[config.mk]
export PLATFORM = sky130hd
export DESIGN_NAME = mwc_front
export DESIGN_NICKNAME = d
export VERILOG_FILES = /design/src/rtl/mwc_pkg.sv /design/src/rtl/mwc_fifo.sv /design/src/rtl/mwc_front.sv
export SDC_FILE = /design/constraint.sdc
export NUM_CORES = 1
export LEC_CHECK = 0
export BUFFER_PORTS_ARGS = -buffer_cell sky130_fd_sc_hd__buf_2
export CAP_MARGIN = 20
export CORE_MARGIN = 2
export CORE_UTILIZATION = 45
export DETAILED_ROUTE_END_ITERATION = 16
export PLACE_DENSITY = 0.67
export SYNTH_ARGS = -nofsm -noshare
export SYNTH_HDL_FRONTEND = slang
export SYNTH_HIERARCHICAL = 1
export SYNTH_SLANG_ARGS = --single-unit
[constraint.sdc]
create_clock -name clk -period 6.7 [get_ports clk]
set_input_delay 0.335 -clock clk [delete_from_list [all_inputs] [get_ports clk]]
set_output_delay 0.335 -clock clk [all_outputs]
set_load 0.1 [all_outputs]
[src/rtl/mwc_pkg.sv]
// shared types, constants and target decode functions for the window cover block
`default_nettype none
package mwc_pkg;

  localparam int TARGET_SLOTS = 8;
  localparam int SLOT_W       = $clog2(TARGET_SLOTS);
  localparam int WINDOW_DEPTH = 256;
  localparam int QADDR_W      = $clog2(WINDOW_DEPTH);
  localparam int FILL_W       = QADDR_W + 1;
  localparam int POS_W        = 16;
  localparam int LEN_W        = POS_W + 1;
  localparam int HAVE_W       = FILL_W;
  localparam int CNT_W        = 4;
  localparam int ENTRY_W      = SLOT_W + POS_W;
  localparam int FIFO_DEPTH   = 4;
  localparam int FIFO_AW      = $clog2(FIFO_DEPTH);

  localparam logic [POS_W-1:0] MAX_LENGTH = 16'hFFFF;

  localparam logic [0:0] REG_TARGET_SYMBOLS = 1'b0;
  localparam logic [0:0] REG_TARGET_SIZE    = 1'b1;

  typedef struct packed {
    logic [63:0] symbols;
    logic [3:0]  size;
  } cfg_t;

  typedef struct packed {
    logic              member;
    logic [SLOT_W-1:0] slot;
    logic [POS_W-1:0]  pos;
    logic              last;
    logic              pos_ovf;
  } item_t;

  function automatic logic [CNT_W-1:0] used_slots(input logic [3:0] size);
    logic [CNT_W-1:0] n;
    n = size;
    if (size == 4'd0) n = 4'd1;
    if (size > 4'(TARGET_SLOTS)) n = 4'(TARGET_SLOTS);
    return n;
  endfunction

  function automatic logic [7:0] slot_byte(input logic [63:0] symbols, input int i);
    return symbols[8*i +: 8];
  endfunction

  // occurrences of slot j's character among the used slots
  function automatic logic [CNT_W-1:0] need_of(input cfg_t cfg, input int j);
    logic [CNT_W-1:0] n;
    logic [CNT_W-1:0] cnt;
    n = used_slots(cfg.size);
    cnt = '0;
    for (int i = 0; i < TARGET_SLOTS; i++) begin
      if ((CNT_W'(i) < n) && (slot_byte(cfg.symbols, i) == slot_byte(cfg.symbols, j))) begin
        cnt = cnt + 1'b1;
      end
    end
    return cnt;
  endfunction

  function automatic logic [CNT_W-1:0] distinct_of(input cfg_t cfg);
    logic [CNT_W-1:0] n;
    logic [CNT_W-1:0] cnt;
    logic             first;
    n = used_slots(cfg.size);
    cnt = '0;
    for (int i = 0; i < TARGET_SLOTS; i++) begin
      first = 1'b1;
      for (int j = 0; j < i; j++) begin
        if (slot_byte(cfg.symbols, j) == slot_byte(cfg.symbols, i)) first = 1'b0;
      end
      if ((CNT_W'(i) < n) && first) cnt = cnt + 1'b1;
    end
    return cnt;
  endfunction

endpackage
`default_nettype wire

[src/rtl/mwc_fifo.sv]
// short queue of classified beats between front and back
`default_nettype none
module mwc_fifo import mwc_pkg::*; (
  input  wire logic  clk,
  input  wire logic  rst,
  input  wire logic  flush,
  input  wire logic  push,
  input  wire item_t push_item,
  output logic       full,
  input  wire logic  pop,
  output logic       head_valid,
  output item_t      head_item
);

  item_t             slots [FIFO_DEPTH];
  logic [FIFO_AW-1:0] rd_ptr;
  logic [FIFO_AW-1:0] wr_ptr;
  logic [FIFO_AW:0]   count;
  logic               do_push;
  logic               do_pop;

  assign full       = (count == (FIFO_AW+1)'(FIFO_DEPTH));
  assign head_valid = (count != '0);
  assign head_item  = slots[rd_ptr];
  assign do_push    = push && !full;
  assign do_pop     = pop && head_valid;

  always_ff @(posedge clk) begin
    if (do_push) begin
      slots[wr_ptr] <= push_item;
    end
  end

  always_ff @(posedge clk) begin
    if (rst || flush) begin
      rd_ptr <= '0;
      wr_ptr <= '0;
      count  <= '0;
    end else begin
      if (do_push) wr_ptr <= wr_ptr + 1'b1;
      if (do_pop) rd_ptr <= rd_ptr + 1'b1;
      unique case ({do_push, do_pop})
        2'b10:   count <= count + 1'b1;
        2'b01:   count <= count - 1'b1;
        default: count <= count;
      endcase
    end
  end

endmodule
`default_nettype wire

[src/rtl/mwc_front.sv]
// front end: position counter and target slot lookup per beat
`default_nettype none
module mwc_front import mwc_pkg::*; (
  input  wire logic       clk,
  input  wire logic       rst,
  input  wire logic       clear,
  input  wire cfg_t       cfg,
  input  wire logic       sym_valid,
  output logic            sym_stall,
  input  wire logic [7:0] symbol,
  input  wire logic       last,
  input  wire logic       q_pop,
  output logic            q_valid,
  output item_t           q_item
);

  logic [POS_W:0]     position;
  logic               accept;
  logic               full;
  item_t              item;
  logic [CNT_W-1:0]   n;
  logic               hit;
  logic [SLOT_W-1:0]  owner;

  assign sym_stall = full;
  assign accept    = sym_valid && !full;
  assign n         = used_slots(cfg.size);

  always_comb begin
    hit   = 1'b0;
    owner = '0;
    for (int i = 0; i < TARGET_SLOTS; i++) begin
      if (!hit && (CNT_W'(i) < n) && (slot_byte(cfg.symbols, i) == symbol)) begin
        hit   = 1'b1;
        owner = SLOT_W'(i);
      end
    end
  end

  always_comb begin
    item.member  = hit;
    item.slot    = owner;
    item.last    = last;
    item.pos_ovf = position[POS_W];
    item.pos     = position[POS_W] ? MAX_LENGTH : position[POS_W-1:0];
  end

  always_ff @(posedge clk) begin
    if (rst || clear) begin
      position <= '0;
    end else if (accept) begin
      if (last) begin
        position <= '0;
      end else if (!position[POS_W]) begin
        position <= position + 1'b1;
      end
    end
  end

  mwc_fifo u_fifo (
    .clk        (clk),
    .rst        (rst),
    .flush      (clear),
    .push       (accept),
    .push_item  (item),
    .full       (full),
    .pop        (q_pop),
    .head_valid (q_valid),
    .head_item  (q_item)
  );

endmodule
`default_nettype wire

==> metrics.json <==
{
  "final_max_slew_viol_count": 0,
  "max_cap_viol_count": 0,
  "yosysWarningCount": 6,
  "ys_async_sr_fraction": 0,
  "synthDominantAreaCellType": "sky130_fd_sc_hd__edfxtp_1",
  "crit_path_start_kind": "flip-flop",
  "via_count": 3556,
  "synth_top_area_share": 0.483,
  "clock_tree_from_tritoncts": "built",
  "timing.critical_path.from": "u_fifo/count[2]",
  "worstReg2RegStart": "u_fifo/count[2]",
  "maximum_number_of_pins_on_one_net_before_global_route_repair": 25,
  "synthCells": 402,
  "timing.fmax_ghz": 0.330,
  "run_status": "complete, no violations",
  "finalSetupViolCount": 0,
  "layout_min_cycle_time_ps": 3030,
  "drt_wl_total_mm": 11.0,
  "drt-wirelength-per-cell_um": 16.5,
  "ys.flop_type": "sky130_fd_sc_hd__edfxtp_1",
  "p_leak_nw": 2.50,
  "grt_setup_unrepaired": "no",
  "post_synth.cell_area_avg_um2": 13.6,
  "timing.critical_path.to_type": "flip-flop",
  "worst_setup_path_endpoint": "u_fifo/count[2]",
  "synth-seq-cells": 114,
  "die_y_um": 114,
  "die-width_um": 114,
  "first_global_vias": 3651,
  "route.detailed.drc": 0,
  "drt-initial-drc-count": 175,
  "placedInstanceArea_mm2": 0.00609,
  "number_of_different_library_cells_in_the_post_synthesis_netlist": 52,
  "yosysSeqAreaShare": 0.578,
  "timing.final.hold_violations": 0,
  "placement.io_buffers": 105,
  "layout_stage_area_growth_over_the_synthesis_result_pct": 21.0,
  "residual_antenna_violating_net_count_after_detailed_routing": 0,
  "cts.sinks": 114,
  "setup.worst_path.class": "flip-flop to flip-flop",
  "cts-root-buf": "sky130_fd_sc_hd__clkbuf_16",
  "cts-root-to-sink-buffers": 2,
  "finalWeightedCongestion": 0.792,
  "relSlewSlack": 0.521,
  "post_cts.repair.setup_buffers": 0,
  "worst_skew_pair.late_latency_ps": 400,
  "initial_antenna_violation_count": 0,
  "final_min_period_over_clock_period": 0.453,
  "cts-htree-levels": 4,
  "hold_buffers": 0,
  "powerDensity_mw_per_mm2": 267,
  "hold_depth": 3,
  "post_synth_main_area_contributors": "sky130_fd_sc_hd__edfxtp_1 48%, sky130_fd_sc_hd__dfxtp_1 9.5%, sky130_fd_sc_hd__mux4_2 9.1%",
  "regToRegEndpoint": "u_fifo/count[2]",
  "fin_tns_setup_ps": 0,
  "number_of_i_o_pins": 106,
  "fraction_of_layout_cells_with_a_size_suffix_above_1": 0.358,
  "tightestPinTransition_ps": 718,
  "clock_buffers_created_by_tritoncts": 17,
  "stdcell_area_mm2": 0.00662,
  "drt-pass1-iter-count": 4,
  "mappedNetlistNets": 491,
  "core_footprint_mm2": 0.0120,
  "vdd.ir_drop.worst_mv": 0.160,
  "detailedPlacementHpwl_mm": 7.59,
  "gr-total-overflow": 0,
  "cts_resized": 0,
  "num_rows": 40,
  "worst-endpoint-arrival_ps": 3360,
  "worstHoldPathType": "input port to flip-flop",
  "gr-usage-all-layers": 0.176,
  "n_antenna_cell": 0,
  "die_area_mm2": 0.0131,
  "synth_edf_count": 88,
  "grt_pass1_wl_mm": 17.5,
  "clk_pin_slew_worst_paths_ps": 50,
  "worst_clock_skew_ps": 6.57,
  "detail_route.vias_per_cell": 5.32,
  "crit_required_ps": 7030,
  "worst-r2r-cell-count": 12,
  "floorplan.initialDensity": 0.457,
  "finalNetCount": 599,
  "timing.reg2reg.setup_slack_ps": 3670,
  "mappedNetlistArea_mm2": 0.00547,
  "worst-path-max-fanout": 13
}
[synthesized netlist by cell type (all sizes together), types with 2 or more instances]
library cell  number
edfxtp            88
or2               16
or4                2
o21ai             10
xor2              38
nand2             12
buf               15
or3                9
a21oi             12
nor4               6
mux2i              2
o311ai             2
and3               7
dfxtp             26
o211ai             2
xnor2             36
mux4              22
a22oi              2
nor3              16
clkbuf             3
ha                 6
inv               11
nand4             11
nor2              20
nand3              8
nand2b             4
nor2b              2
[worst max-delay path, cell delays in order (launching register included)]
cell                       delay (ps)
sky130_fd_sc_hd__dfxtp_1          400
sky130_fd_sc_hd__or3b_1           500
sky130_fd_sc_hd__inv_1            110
sky130_fd_sc_hd__nand2b_1         210
sky130_fd_sc_hd__inv_1            210
sky130_fd_sc_hd__and2_4           200
sky130_fd_sc_hd__inv_1             50
sky130_fd_sc_hd__ha_1             190
sky130_fd_sc_hd__inv_1             80
sky130_fd_sc_hd__fa_1             390
sky130_fd_sc_hd__xor2_1           170
sky130_fd_sc_hd__or3_1            310
sky130_fd_sc_hd__a21oi_1          150
[report_power, final]
group	total, mW	internal [mW]	switching [mW]
clock	0.789	0.500	0.289
sequential	0.775	0.770	0.00500
combinational	0.203	0.0651	0.138
total	1.77	1.33	0.432
[flip-flops by register name (all words and copies together), names as in the netlist, named ones only]
signal         cells
u_fifo/wr_ptr      2
u_fifo/count       3
position          17
u_fifo/slots      88
u_fifo/rd_ptr      2
[layout make-up]
class | instances | area, um^2
fill | 996 | 5340
sequential | 114 | 3160
multi-input combinational | 259 | 2170
timing repair buffer | 107 | 541
clock buffer | 19 | 433
tap | 147 | 184
clock inverter | 12 | 93.8
inverter | 11 | 41.3
[cells in the final DEF, fill, tap and decap left out, types with 4 or more instances in the layout]
master,synthesis,layout
sky130_fd_sc_hd__inv_1,11,11
sky130_fd_sc_hd__dfxtp_1,26,26
sky130_fd_sc_hd__clkinv_2,0,7
sky130_fd_sc_hd__o21ai_0,9,9
sky130_fd_sc_hd__mux4_2,22,22
sky130_fd_sc_hd__buf_2,8,105
sky130_fd_sc_hd__nand4_1,11,11
sky130_fd_sc_hd__clkbuf_16,0,17
sky130_fd_sc_hd__or3_1,6,6
sky130_fd_sc_hd__nor4_1,6,6
sky130_fd_sc_hd__and3_2,4,4
sky130_fd_sc_hd__nor2_1,20,20
sky130_fd_sc_hd__xnor2_1,36,36
sky130_fd_sc_hd__nor3_1,16,16
sky130_fd_sc_hd__or2_2,16,16
sky130_fd_sc_hd__xor2_1,38,38
sky130_fd_sc_hd__ha_1,6,6
sky130_fd_sc_hd__a21oi_1,12,12
sky130_fd_sc_hd__edfxtp_1,88,88
sky130_fd_sc_hd__nand2_1,12,12
sky130_fd_sc_hd__nand3_1,7,7
sky130_fd_sc_hd__nand2b_1,4,4
[through the flow]
step                hold WS [ps]  worst slack [ps]   util  total power, mW  cells
floorplan                    434              3390      -            0.940    402
detailed placement           500              3750  0.510            0.993    638
global placement             489              3920  0.510            0.989    638
CTS                          263              3710  0.554             1.78    669
finish                       277              3670  0.554             1.77    669
global route                 276              3540  0.554             1.82    669
[worst min-delay path by stage]
stage	from	endpoint	slack [ps]
floorplan	last	u_fifo/slots[0][1]	430
global placement	position[14]	position[14]	490
detailed placement	position[14]	position[14]	500
CTS	rst	position[8]	260
global route	rst	u_fifo/wr_ptr[1]	280
finish	rst	position[8]	280
[cells by family after synthesis]
logic type	share of synthesized area
muxes	0.0942
AOI/OAI and AO/OA	0.0453
buffers and inverters	0.0258
adders and majority gates	0.0174
DFF	0.578
and+or+nand+nor	0.121
xor gates and xnor gates	0.118
[layer usage]
metal	global-route usage	share of wire	up-vias
met5	0	0	-
met4	0.0569	0.0095	0
met3	0.0498	0.058	12
met2	0.317	0.52	112
met1	0.201	0.41	1719
li1	-	-	1713
No activity file was read; power rests on OpenSTA's default activity.
